[src/rtl/psk_pkg.sv]
`default_nettype none

package psk_pkg;

	localparam int MAX_KEY_LEN_DEF   = 64;
	localparam int MAX_POSITIONS_DEF = 8;

	localparam int CHAR_W    = 8;
	localparam int HASH_W    = 26;
	localparam int TSIZE_W   = 20;
	localparam int PLIST_W   = 64;
	localparam int PCNT_W    = 4;
	localparam int CFG_W     = 64;
	localparam int CFG_IDX_W = 2;

	localparam logic [CFG_IDX_W-1:0] CFG_TABLE_SIZE     = 2'd0;
	localparam logic [CFG_IDX_W-1:0] CFG_POSITION_LIST  = 2'd1;
	localparam logic [CFG_IDX_W-1:0] CFG_POSITION_COUNT = 2'd2;

	localparam int HASH_MUL   = 13;
	localparam int CHAR_MOD   = 29;
	// floor(c/29) == (c*565) >> 14 for every 8-bit c
	localparam int MOD_RECIP  = 565;
	localparam int MOD_SHIFT  = 14;

	typedef enum logic [2:0] {
		ST_IDLE,
		ST_RD,
		ST_FOLD,
		ST_DSTART,
		ST_DIV,
		ST_DONE
	} psk_state_t;

	function automatic logic [4:0] mod29(input logic [CHAR_W-1:0] c);
		logic [17:0] prod;
		logic [3:0]  quot;
		logic [CHAR_W-1:0] rem;
		prod = 18'(c) * 18'(MOD_RECIP);
		quot = prod[17:MOD_SHIFT];
		rem  = c - CHAR_W'(8'(quot) * 8'(CHAR_MOD));
		return rem[4:0];
	endfunction

	function automatic logic [HASH_W-1:0] hash_fold(input logic [HASH_W-1:0] h,
		input logic [4:0] r);
		return HASH_W'((h << 3) + (h << 2) + h + HASH_W'(r));
	endfunction

endpackage

`default_nettype wire

[src/rtl/psk_key_store.sv]
`default_nettype none

module psk_key_store #(
	parameter int DEPTH = psk_pkg::MAX_KEY_LEN_DEF,
	parameter int AW    = $clog2(DEPTH)
) (
	input  wire logic                      clk,
	input  wire logic                      we,
	input  wire logic [AW-1:0]             waddr,
	input  wire logic [psk_pkg::CHAR_W-1:0] wdata,
	input  wire logic [AW-1:0]             raddr,
	output logic      [psk_pkg::CHAR_W-1:0] rdata
);
	import psk_pkg::*;

	logic [CHAR_W-1:0] mem_q [DEPTH];
	logic [CHAR_W-1:0] rdata_q;

	always_ff @(posedge clk) begin
		if (we) begin
			mem_q[waddr] <= wdata;
		end
		rdata_q <= mem_q[raddr];
	end

	assign rdata = rdata_q;

endmodule

`default_nettype wire

[src/rtl/psk_div.sv]
`default_nettype none

// Restoring divider, one quotient bit per cycle; only the remainder is kept.
module psk_div #(
	parameter int NW = psk_pkg::HASH_W,
	parameter int DW = psk_pkg::TSIZE_W
) (
	input  wire logic          clk,
	input  wire logic          arst_n,
	input  wire logic          start,
	input  wire logic [NW-1:0] dividend,
	input  wire logic [DW-1:0] divisor,
	output logic               done,
	output logic [DW-1:0]      remainder
);
	import psk_pkg::*;

	localparam int CNTW = $clog2(NW + 1);

	logic [NW-1:0]   num_q;
	logic [DW-1:0]   den_q;
	logic [DW-1:0]   rem_q;
	logic [CNTW-1:0] cnt_q;
	logic            busy_q;
	logic            done_q;
	logic [DW:0]     trial;
	logic [DW:0]     diff;

	assign trial = {rem_q, num_q[NW-1]};
	assign diff  = trial - {1'b0, den_q};

	always_ff @(posedge clk or negedge arst_n) begin
		if (!arst_n) begin
			busy_q <= 1'b0;
			done_q <= 1'b0;
			cnt_q  <= '0;
		end else begin
			done_q <= 1'b0;
			if (start) begin
				busy_q <= 1'b1;
				cnt_q  <= CNTW'(NW);
			end else if (busy_q) begin
				cnt_q <= cnt_q - 1'b1;
				if (cnt_q == CNTW'(1)) begin
					busy_q <= 1'b0;
					done_q <= 1'b1;
				end
			end
		end
	end

	always_ff @(posedge clk) begin
		if (start) begin
			num_q <= dividend;
			den_q <= divisor;
			rem_q <= '0;
		end else if (busy_q) begin
			num_q <= {num_q[NW-2:0], 1'b0};
			rem_q <= diff[DW] ? trial[DW-1:0] : diff[DW-1:0];
		end
	end

	assign done      = done_q;
	assign remainder = rem_q;

endmodule

`default_nettype wire

[src/rtl/position_select_key_hash_core.sv]
// Position-selected key hash.
// Input channel (in_valid/in_ready): one key character per beat, last_char
// marks the final one. Characters that do not end a key are taken one per
// cycle. A key longer than MAX_KEY_LEN keeps its first MAX_KEY_LEN characters
// and reports key_too_long.
// On the final character the sequencer walks up to MAX_POSITIONS configured
// positions (store read, then fold through the shared multiply-add), and
// then runs a bit-serial divider for hash mod table_size (one iteration per
// hash bit, skipped when table_size is zero). in_ready is low from the final
// beat until the result is loaded into the output register.
// Output channel (out_valid/out_ready): a result register holds one beat.
// While it waits, new key characters are still taken; a further final
// character is worked on and held until the receiver takes the pending beat.
// Configuration (cfg_we/cfg_index/cfg_data) must be written only while idle;
// the core does not enforce it. Reset clears the key length, the overflow
// flag, the configuration registers and both channels.
`default_nettype none

module position_select_key_hash_core #(
	parameter int MAX_KEY_LEN   = psk_pkg::MAX_KEY_LEN_DEF,
	parameter int MAX_POSITIONS = psk_pkg::MAX_POSITIONS_DEF
) (
	input  wire logic                           clk,
	input  wire logic                           arst_n,
	input  wire logic                           in_valid,
	output logic                                in_ready,
	input  wire logic [psk_pkg::CHAR_W-1:0]     char_code,
	input  wire logic                           last_char,
	output logic                                out_valid,
	input  wire logic                           out_ready,
	output logic      [psk_pkg::HASH_W-1:0]     hash_value,
	output logic      [psk_pkg::TSIZE_W-1:0]    bucket,
	output logic                                table_empty,
	output logic                                key_too_long,
	input  wire logic                           cfg_we,
	input  wire logic [psk_pkg::CFG_IDX_W-1:0]  cfg_index,
	input  wire logic [psk_pkg::CFG_W-1:0]      cfg_data
);
	import psk_pkg::*;

	localparam int AW = $clog2(MAX_KEY_LEN);
	localparam int LW = $clog2(MAX_KEY_LEN + 1);
	localparam int CW = $clog2(MAX_POSITIONS + 1);

	psk_state_t state_q, state_d;

	logic [TSIZE_W-1:0] table_size_q;
	logic [PLIST_W-1:0] pos_list_q;
	logic [PCNT_W-1:0]  pos_cnt_q;

	logic [LW-1:0]      len_q;
	logic               ovf_q;
	logic [CW-1:0]      pos_i_q;
	logic [HASH_W-1:0]  hash_q;
	logic               use_q;
	logic               zero_q;

	logic               out_valid_q;
	logic [HASH_W-1:0]  hash_out_q;
	logic [TSIZE_W-1:0] bucket_q;
	logic               empty_q;
	logic               too_long_q;

	logic               in_acc;
	logic               store_we;
	logic [CW-1:0]      cnt_eff;
	logic [CHAR_W-1:0]  raw;
	logic [CHAR_W-1:0]  len8;
	logic [CHAR_W-1:0]  q_val;
	logic [CHAR_W-1:0]  idx8;
	logic               pos_use;
	logic               pos_zero;
	logic [AW-1:0]      raddr;
	logic [CHAR_W-1:0]  rdata;
	logic [CHAR_W-1:0]  char_sel;
	logic               out_load;
	logic [TSIZE_W-1:0] div_rem;
	logic               div_start;
	logic               div_done;

	assign in_acc   = in_valid && in_ready;
	assign store_we = in_acc && (len_q < LW'(MAX_KEY_LEN));
	assign cnt_eff  = (pos_cnt_q > PCNT_W'(MAX_POSITIONS)) ? CW'(MAX_POSITIONS)
		: CW'(pos_cnt_q);

	// position decode for the current slot
	always_comb begin
		raw      = CHAR_W'(pos_list_q >> {pos_i_q, 3'b000});
		len8     = CHAR_W'(len_q);
		pos_use  = 1'b1;
		pos_zero = 1'b0;
		q_val    = '0;
		idx8     = '0;
		if (raw == '0) begin
			pos_zero = 1'b1;
		end else if (raw[CHAR_W-1]) begin
			q_val    = ~raw;
			pos_use  = q_val < len8;
			idx8     = len8 - q_val;
			pos_zero = (q_val == '0);  // index equal to length reads 0
		end else begin
			q_val   = raw - 1'b1;
			pos_use = q_val < len8;
			idx8    = q_val;
		end
	end

	assign raddr    = AW'(idx8);
	assign char_sel = zero_q ? '0 : rdata;

	psk_key_store #(
		.DEPTH (MAX_KEY_LEN),
		.AW    (AW)
	) u_store (
		.clk   (clk),
		.we    (store_we),
		.waddr (AW'(len_q)),
		.wdata (char_code),
		.raddr (raddr),
		.rdata (rdata)
	);

	psk_div #(
		.NW (HASH_W),
		.DW (TSIZE_W)
	) u_div (
		.clk       (clk),
		.arst_n    (arst_n),
		.start     (div_start),
		.dividend  (hash_q),
		.divisor   (table_size_q),
		.done      (div_done),
		.remainder (div_rem)
	);

	always_ff @(posedge clk or negedge arst_n) begin
		if (!arst_n) begin
			state_q <= ST_IDLE;
		end else begin
			state_q <= state_d;
		end
	end

	always_comb begin
		state_d   = state_q;
		in_ready  = 1'b0;
		div_start = 1'b0;
		out_load  = 1'b0;
		case (state_q)
			ST_IDLE: begin
				in_ready = 1'b1;
				if (in_valid && last_char) begin
					state_d = (cnt_eff == '0) ? ST_DSTART : ST_RD;
				end
			end
			ST_RD: begin
				state_d = ST_FOLD;
			end
			ST_FOLD: begin
				state_d = (pos_i_q + 1'b1 == cnt_eff) ? ST_DSTART : ST_RD;
			end
			ST_DSTART: begin
				if (table_size_q != '0) begin
					div_start = 1'b1;
					state_d   = ST_DIV;
				end else begin
					state_d = ST_DONE;
				end
			end
			ST_DIV: begin
				if (div_done) begin
					state_d = ST_DONE;
				end
			end
			ST_DONE: begin
				if (!out_valid_q || out_ready) begin
					out_load = 1'b1;
					state_d  = ST_IDLE;
				end
			end
			default: begin
				state_d = ST_IDLE;
			end
		endcase
	end

	always_ff @(posedge clk or negedge arst_n) begin
		if (!arst_n) begin
			table_size_q <= '0;
			pos_list_q   <= '0;
			pos_cnt_q    <= '0;
			len_q        <= '0;
			ovf_q        <= 1'b0;
			pos_i_q      <= '0;
			out_valid_q  <= 1'b0;
		end else begin
			if (cfg_we) begin
				case (cfg_index)
					CFG_TABLE_SIZE:     table_size_q <= cfg_data[TSIZE_W-1:0];
					CFG_POSITION_LIST:  pos_list_q   <= cfg_data[PLIST_W-1:0];
					CFG_POSITION_COUNT: pos_cnt_q    <= cfg_data[PCNT_W-1:0];
					default: ;
				endcase
			end
			if (in_acc) begin
				if (store_we) begin
					len_q <= len_q + 1'b1;
				end else begin
					ovf_q <= 1'b1;
				end
				pos_i_q <= '0;
			end
			if (state_q == ST_FOLD) begin
				pos_i_q <= pos_i_q + 1'b1;
			end
			if (out_load) begin
				len_q       <= '0;
				ovf_q       <= 1'b0;
				out_valid_q <= 1'b1;
			end else if (out_ready) begin
				out_valid_q <= 1'b0;
			end
		end
	end

	always_ff @(posedge clk) begin
		if (in_acc) begin
			hash_q <= '0;
		end
		if (state_q == ST_RD) begin
			use_q  <= pos_use;
			zero_q <= pos_zero;
		end
		if (state_q == ST_FOLD && use_q) begin
			hash_q <= hash_fold(hash_q, mod29(char_sel));
		end
		if (out_load) begin
			hash_out_q <= hash_q;
			empty_q    <= (table_size_q == '0);
			bucket_q   <= (table_size_q == '0) ? '0 : div_rem;
			too_long_q <= ovf_q;
		end
	end

	assign out_valid    = out_valid_q;
	assign hash_value   = hash_out_q;
	assign bucket       = bucket_q;
	assign table_empty  = empty_q;
	assign key_too_long = too_long_q;

endmodule

`default_nettype wire

[config.mk]
export PLATFORM = sky130hd
export DESIGN_NAME = position_select_key_hash_core
export DESIGN_NICKNAME = d
export VERILOG_FILES = /design/src/rtl/psk_pkg.sv /design/src/rtl/psk_key_store.sv /design/src/rtl/psk_div.sv /design/src/rtl/position_select_key_hash_core.sv
export SDC_FILE = /design/constraint.sdc
export NUM_CORES = 1
export LEC_CHECK = 0
export ABC_AREA = 1
export CAP_MARGIN = 25
export CORE_MARGIN = 3
export CORE_UTILIZATION = 59
export CTS_CLUSTER_DIAMETER = 40
export DETAILED_ROUTE_END_ITERATION = 16
export DONT_BUFFER_PORTS = 1
export PLACE_DENSITY = 0.82
export SYNTH_ARGS = -nofsm -noshare
export SYNTH_HDL_FRONTEND = slang
export SYNTH_SLANG_ARGS = --single-unit
[constraint.sdc]
create_clock -name clk -period 11.1 [get_ports clk]
set_input_delay 2.22 -clock clk [delete_from_list [all_inputs] [get_ports clk]]
set_output_delay 2.22 -clock clk [all_outputs]
set_load 0.05 [all_outputs]
# After elaboration in Yosys (flattened, before gate mapping)
# Memories as Yosys holds them, arrays and structs flattened. A register that Yosys moved wholly into a read port is not among the register bits.
# Cells that the tools add are included.
# classes
n_addsub,10
multipliers,2
order_cmp,4
n_eq_ne,13
n_shift,1
mux,43
bitwise_logic,1
reduce_logical,25
# op_table
operator,count
$mux W26,4
$shr A64 B7 Y8,1
$add A26 B26 Y26,2
$add A26 B5 Y26,1
$mux W1,21
$mux W7,3
$sub A21 B20 Y21,1
$logic_not A20 Y1,1
$mux W20,1
$reduce_bool A20 Y1,1
$mul A8 B10 Y18 const B,1
$pmux W3 S6,1
$logic_not A8 Y1,2
$lt A8 B7 Y1,2
$mux W4,3
$mux W6,2
$reduce_bool A2 Y1,6
$mux W5,2
$reduce_and A2 Y1,5
$mux W3,3
$mux W8,1
$not A8 Y8,1
$sub A8 B1 Y8 const B,1
$add A7 B1 Y7 const B,1
24 further kinds,32
# word_totals
regBits,253
ramBits,512
inputBits,80
output_inout_bits,50
n_memories,1
# mem_list
name,depth,word_bits,read_ports,rd_ports_with_merged_regs,wr,line,source
u_store.mem_q,64,8,1,1,1,psk_key_store.sv:16,logic [CHAR_W-1:0] mem_q [DEPTH];

# Depth between registers and ports, before layout
# Gate-level depths: netlist of the first run.
# depth
depth_word,7
mapped_depth,49
mapped_depth_nobuf,49

# Hierarchy
# A second synthesis of the first run with hierarchy kept.
# hier_totals
hier_cells,3634
hier_area_um2,37389.6
# modules_own_cells
module,instances,cells_each,area_each_um2
psk_key_store,1,1805,21339.2
position_select_key_hash_core,1,1237,11624.9
psk_div,1,592,4425.5

# Worst setup path after synthesis of the first run
# OpenSTA, ideal clock, no wires.
# synth_path
path_kind,reg2reg
startpoint,register zero_q
endpoint,"register hash_q[17], data pin"
arrival_ns,7.609
required_time_ns,10.841
slack_ns,3.232
stages_incl_launch_ff,43
period_less_slack_ns,7.868
path_cell_list,edfxtp_1 > inv_1 > nand2_1 > inv_1 > ha_1 > ha_1 > fa_1 > inv_1 > fa_1 > inv_1 > ha_1 > nand2_1 > nor2_1 > nand3_1 > o2111ai_1 > xor2_1 > ha_1 > inv_1 > [7 not listed] > nand3_1 > nand2_1 > nand2_1 > nand2_1 > inv_1 > fa_1 > ha_1 > nand3_1 > nand2_1 > nand2_1 > nand2_1 > a21oi_1 > o21ai_0 > a21oi_1 > o21ai_0 > a21oi_1 > o21ai_0 > a21oi_1
# synth_via
elab_chain_len,6
# synth_rtl
item,line,source
"start, declared",position_select_key_hash_core.sv:56,logic zero_q;
"start signal, assigned",position_select_key_hash_core.sv:232,zero_q <= pos_zero;
$mux W8 (*),position_select_key_hash_core.sv:109,assign char_sel = zero_q ? '0 : rdata;
$mul A8 B10 Y18,psk_pkg.sv:39,prod = 18'(c) * 18'(MOD_RECIP);
$mul A4 B5 Y5,psk_pkg.sv:41,rem = c - CHAR_W'(8'(quot) * 8'(CHAR_MOD));
$sub A5 B5 Y5 (*),psk_pkg.sv:41,
$add A26 B5 Y26 (*),psk_pkg.sv:47,return HASH_W'((h << 3) + (h << 2) + h + HASH_W'(r));
$mux W26 (*),position_select_key_hash_core.sv:234,if (state_q == ST_FOLD && use_q) begin
"end signal, assigned",position_select_key_hash_core.sv:235,"hash_q <= hash_fold(hash_q, mod29(char_sel));"
"end, declared",position_select_key_hash_core.sv:54,logic [HASH_W-1:0] hash_q;
# Every way passes the cells marked *; elsewhere a longest branch is shown, timed or not.
# A chain may end at the register's enable or synchronous reset.

# Final worst setup path of the first run
# Same ends and word-level chain as after synthesis.

==> key figures, run 1 <==
Timing
  – Fin crit period: roughly 9.0 ns
  – FMAX: 112 MHz
  – Final slew viol count: 0
  – RSZ-0062 raised after global routing: no
  – Final period util: 80.7%
  – Setup violations, final: 0
  – Fin. Hold Viols: 0
  – Setup TNS: 0 ns
  – Clock skew: between 0.04 and 0.05 ns
  – Worst slew pin tran: approximately 1.1 ns
  – Rel. slew slack: between 20% and 30%

Detailed routing
  – Drt drc: 0
  – First drt pass iteration count: 6
  – DR WL/cell: ~20 µm
  – Count of antenna-violating nets left after detailed routing: 0
  – Via count: 27800
  – Vias/cell: around 6
  – Final wirelength: about 93 mm
  – DR iter-0 viols: 3748

Clock network
  – Max Root-Sink Buffers: 3
  – Worst-path clk slew: roughly 0.060 ns
  – Hold Buf Count CTS: 0
  – CTS root buffer: clkbuf_16
  – Clock latency on the worst-skew pair: approximately 0.69 ns
  – Sink Count: 773
  – Post-CTS Repair Setup Buffers: 0
  – Inserted Clock Buffers: around 100
  – CTS tree: done
  – H-tree Lvls: 3
  – Post-cts repair resize count: 0

Synthesis
  – Number of enable flip-flop cells after synthesis: 634
  – Asr flop ratio synth: between 10% and 20%
  – Synth top area cells: edfxtp_1, nand3_1, dfrtp_1
  – Top-count cell post-synth: edfxtp_1
  – Top cell type's share of synthesized area: about half
  – Mapped Cells: about 3800
  – Most frequent cells after synthesis: edfxtp_1, nand3_1, nand2_1, inv_1, nor2_1
  – FF+latch count, synth: 773
  – Sequential share of the synthesized area: roughly three fifths
  – Synth Warn #: 0
  – Post-synth top flop: edfxtp_1
  – Syn Area/Cell: between 10 and 15 µm²
  – Synth unique cells: between 50 and 60
  – Synthesized area: 0.0379 mm²
  – Syn Nets: approximately 4000
  – Largest area contributor in the netlist: edfxtp_1

Outcome
  – Status: completed

Setup path
  – Slowest CP cell: fa_1
  – Crit path largest cell delay: ~0.55 ns
  – CP most frequent cell: nand2_1
  – CP required: around 12 ns
  – Setup crit start kind: flop
  – Critical path data arrival time: between 9 and 10 ns
  – Critical path type: flop to flop
  – Crit end category: flop
  – CP max FO: 7

Global route
  – First-pass GRT wire length: around 150 mm
  – Vias in the first global route: around 27000
  – Largest net degree at the start of global routing: around 110
  – Grt total ovfl: 0
  – Overall Global Routing Usage: 27.5%
  – Initial antenna violation count: 1

Layout
  – Syn-to-layout area delta: 11.0%
  – Fraction of layout cells with a size suffix above 1: about 7%
  – Nets@finish: about 4000

Floorplanning
  – Die Area: roughly 0.067 mm²
  – Initial Util: 59.8%
  – Core area: about 0.063 mm²
  – Die Ht: 259 µm
  – I/O pin cnt: 130
  – Row cnt: a little over 90
  – Die Width: ~260 µm

Place
  – GP Congestion: just over 0.9
  – Port Buffers: 0
  – Dpl hpwl: 55.2 mm

Hold path
  – Min-Delay Path Class: flop to flop

Flow run
  – Max Cap Violations: 0
critical path: cells and delay by family (launching register included):
family	cells	cell delay, ns
AOI/OAI and AO/OA	12	2.09
adders and majority gates	10	3.93
DFF	1	0.42
and+or+nand+nor	10	0.95
buffers and inverters	8	0.71
xor gates and xnor gates	2	0.71
cell type report:
| class | instances | area, µm² |
|---|---|---|
| antenna | 2 | 5.00 |
| clock buffer | 117 | 2720 |
| clock inverter | 71 | 913 |
| fill | 4468 | 21300 |
| inverter | 520 | 1950 |
| multi-input combinational | 2299 | 12800 |
| sequential | 773 | 22400 |
| tap | 846 | 1060 |
| timing repair buffer | 27 | 273 |
stage by stage:
| step | area, µm² | setup WS [ns] | instances | hold slack (ns) | util, % |
|---|---|---|---|---|---|
| after floorplan | 37900 | 3.23 | 3764 | 0.426 | - |
| after global placement | 38300 | 2.41 | 4460 | 0.436 | 60.5 |
| after detailed placement | 38400 | 2.30 | 4463 | 0.463 | 60.6 |
| after CTS | 42000 | 2.18 | 4651 | 0.478 | 66.3 |
| after global routing | 42100 | 1.30 | 4654 | 0.498 | 66.4 |
| final | 42100 | 2.14 | 4655 | 0.480 | 66.4 |
cell families (layout without fill, tap and decap cells):
kind of cell / after synthesis / count (layout) / synth area share, %
muxes: 10 / 10 / 0.297
buffers and inverters: 692 / 735 / 7.38
adders and majority gates: 179 / 179 / 6.70
and+or+nand+nor: 1731 / 1731 / 20.7
AOI/OAI and AO/OA: 338 / 338 / 4.86
DFF: 773 / 773 / 59.1
xor gates and xnor gates: 41 / 41 / 0.948
other: 0 / 2 / 0
metal layers:
metal	vias up	global-route usage (%)	wire [µm]
li1	12600	-	-
met1	13200	35.5	35100
met2	1593	45.8	45800
met3	308	5.05	8480
met4	0	12.1	3910
met5	-	0	0
registers in the layout, indices dropped and copies added (netlist names), 4 cells and up:
signal	cells
bucket	20
hash_q	26
u_div.den_q	20
len_q	7
pos_i_q	4
u_store.mem_q	512
pos_cnt_q	4
pos_list_q	64
u_store.rdata	8
hash_value	26
u_div.cnt_q	5
u_div.remainder	20
u_div.num_q	26
table_size_q	20
cell usage in the layout (no fill, tap or decap), types with 28 or more instances in the layout:
master,n
edfxtp_1,634
nand3_1,592
nand2_1,571
inv_1,513
nor2_1,369
ha_1,139
o21ai_0,132
a21oi_1,125
dfrtp_1,111
nand3b_1,106
clkbuf_16,104
fa_1,40
dfxtp_1,28
worst paths after layout:
kind                            startpoint  slack (ns)  cells after the start             end
max                                 zero_q        2.14                     42      hash_q[17]
min                        table_size_q[2]        0.48                      0  u_div.den_q[2]
max reg2reg                         zero_q        2.14                     42      hash_q[17]
min reg2reg                table_size_q[2]        0.48                      0  u_div.den_q[2]
max in group asynchronous           arst_n        9.63                      0        len_q[3]
min in group asynchronous           arst_n        1.27                      0        len_q[5]
Power of run 1 is not shown: default switching activity piles up to over one toggle a cycle in this logic, so the estimate is an artifact.
==> inputs of run 2 (changes only) <==
==> constraint.sdc (replaced) <==
create_clock -name clk -period 8.94 [get_ports clk]
set_input_delay 1.788 -clock clk [delete_from_list [all_inputs] [get_ports clk]]
set_output_delay 1.788 -clock clk [all_outputs]
set_load 0.05 [all_outputs]
==> run 2 against run 1 <==
  * Critical path depth grew 4
  * Register-to-register slack lost 1.5 ns
  * Flip-flop and latch count is the same
  * Non-clock buffer count grew 2
  * Worst setup slack lost 1.5 ns
  * Fmax grew 7.7%
  * Worst hold slack lost 0.0087 ns
  * Clock skew grew 0.0087 ns
  * Sequential share of layout area grew 0.24 points
  * Critical path type unchanged
==> key figures, run 2 (synthesized netlist as in run 1, its figures left out) <==
Hold path
  – Min-Delay Path Class: flop to flop

Floorplanning
  – Die Width: 259 µm (unchanged)
  – I/O pin cnt: 130 (unchanged)
  – Die Ht: 259 µm (unchanged)
  – Die Area: 0.0673 mm² (unchanged)
  – Row cnt: 92 (unchanged)
  – Initial Util: 59.8% (unchanged)
  – Core area: 0.0633 mm² (unchanged)

Layout
  – Syn-to-layout area delta: 10.5%
  – # diodes: 0 (-2)
  – Flip-flop count of the largest register after layout: 512 (unchanged)
  – Utilization after layout: 66.1% (-0.30 points)
  – Fraction of layout cells with a size suffix above 1: 6.68% (-0.15 points)
  – Largest regs: u_store.mem_q (512), pos_list_q (64)
  – Nets@finish: 3979 (-0.050%)
  – Most common cell after layout, fill and taps aside: edfxtp_1
  – Largest Register: u_store.mem_q
  – Most frequent cells in the layout: edfxtp_1, nand3_1, nand2_1
  – FILL cells: 4546 (+1.7%)

Clock network
  – Clock latency on the worst-skew pair: 0.67 ns (-0.02 ns)
  – Sink Count: 773 (unchanged)
  – Hold Buf Count CTS: 0 (unchanged)
  – H-tree Lvls: 3 (unchanged)
  – Worst-path clk slew: 0.06 ns (about the same)
  – Max Root-Sink Buffers: 3 (unchanged)
  – CTS root buffer: clkbuf_16
  – CTS tree: done
  – Inserted Clock Buffers: 97 (-4.0%)

Place
  – Port Buffers: 0 (unchanged)
  – GP Congestion: 0.916 (-0.53%)
  – Dpl hpwl: 54.1 mm (-2.1%)

Detailed routing
  – DR iter-0 viols: 3585 (-4.3%)
  – Vias/cell: 5.85 (-2.0%)
  – Count of antenna-violating nets left after detailed routing: 0 (unchanged)
  – DR WL/cell: 19.3 µm (-3.7%)
  – Final wirelength: 89.7 mm (-3.8%)
  – First drt pass iteration count: 6 (unchanged)
  – Via count: 27200 (-2.1%)
  – Drt drc: 0 (unchanged)

Setup path
  – WP buf/inv: 8 (unchanged)
  – Critical Path Stages: 46 (+9.5%)
  – Setup crit start kind: flop
  – CP max FO: 7 (unchanged)
  – Reg-to-Reg Start: zero_q
  – Critical path type: flop to flop
  – CP top delay family: adder cells
  – Worst-case reg-to-reg path depth: 46 (+9.5%)
  – Reg-to-Reg End: hash_q[17]
  – CP most frequent cell: nand2_1
  – Critical path data arrival time: 8.84 ns (-0.63 ns)
  – Worst setup path end: hash_q[17]
  – Crit path largest cell delay: 0.59 ns (+0.04 ns)
  – Crit end category: flop
  – CP required: 9.47 ns (-2.15 ns)
  – Slowest CP cell: fa_1
  – Crit path from: zero_q
  – Reg2Reg Setup Slack: 0.63 ns (-1.52 ns)

Timing
  – Setup violations, final: 0 (unchanged)
  – Fin. Hold Viols: 0 (unchanged)
  – FMAX: 120 MHz (+7.7%)
  – Clock skew: 0.0538 ns (+0.00874 ns)
  – Final slew viol count: 0 (unchanged)
  – Worst slew pin tran: 1.05 ns (-0.0447 ns)
  – Rel. slew slack: 30.0% (+3.5 points)
  – Fin crit period: 8.31 ns (-0.643 ns)
  – Final period util: 93.0% (+12 points)

Flow run
  – Max Cap Violations: 0 (unchanged)

Global route
  – Grt total ovfl: 0 (unchanged)
  – Largest net degree at the start of global routing: 112 (unchanged)
  – Vias in the first global route: 26200 (-3.1%)
  – First-pass GRT wire length: 141 mm (-3.6%)
  – Initial antenna violation count: 1 (unchanged)
  – Overall Global Routing Usage: 26.5% (-1.1 points)

Outcome
  – Status: completed
## run 2: cell types whose count changed in the layout (fill, tap and decap cells not counted), sizes merged
cell      delta
diode        -2
buf          +2
clkinvlp     +1
clkinv       +4
inv          -4
bufinv       -3
clkbuf       -3
## run 2: repair_timing
item                       CTS  global route
setup endpoints to repair    0             8
resized for setup            0             7
hold endpoints to repair     0             0
setup buffers                0             1
## run 2: layout make-up
| class | count | area (µm²) | area share (%) |
|---|---|---|---|
| flip-flops and latches | 773 | 22400 | 53.5 |
| repair buffers | 29 | 348 | 0.831 |
| clock buffers | 114 | 2550 | 6.09 |
| inverters | 520 | 1950 | 4.66 |
| multi-input cells | 2299 | 12800 | 30.5 |
| well taps | 846 | 1060 | 2.53 |
| clock inverters | 69 | 802 | 1.92 |
## run 2: through the flow
step	cells	worst slack (ns)	area (µm²)	TNS, ns	hold slack [ns]
after floorplan	3764	1.07	37900	0	0.426
after global placement	4458	0.467	38300	0	0.445
after detailed placement	4464	0.333	38400	0	0.451
after CTS	4647	0.331	41800	0	0.464
after global routing	4650	-0.0209	41900	-0.0256	0.474
final	4650	0.628	41900	0	0.472
## run 2: worst min-delay path by stage
stage               slack, ns           end  cells past startpoint   from
CTS                      0.46  key_too_long                      0  ovf_q
global placement         0.44  key_too_long                      0  ovf_q
floorplan                0.43  key_too_long                      0  ovf_q
finish                   0.47  key_too_long                      0  ovf_q
global route             0.47  key_too_long                      0  ovf_q
detailed placement       0.45  key_too_long                      0  ovf_q
## run 2: metal layers
metal,global-route usage (%),share of wire [%],vias to the layer above
li1,-,-,12600
met1,34.9,39,12900
met2,43.1,48,1391
met3,5.08,9.0,259
met4,11.3,4.1,2
met5,0,0.013,-
Power of run 2 is left out for the same reason.
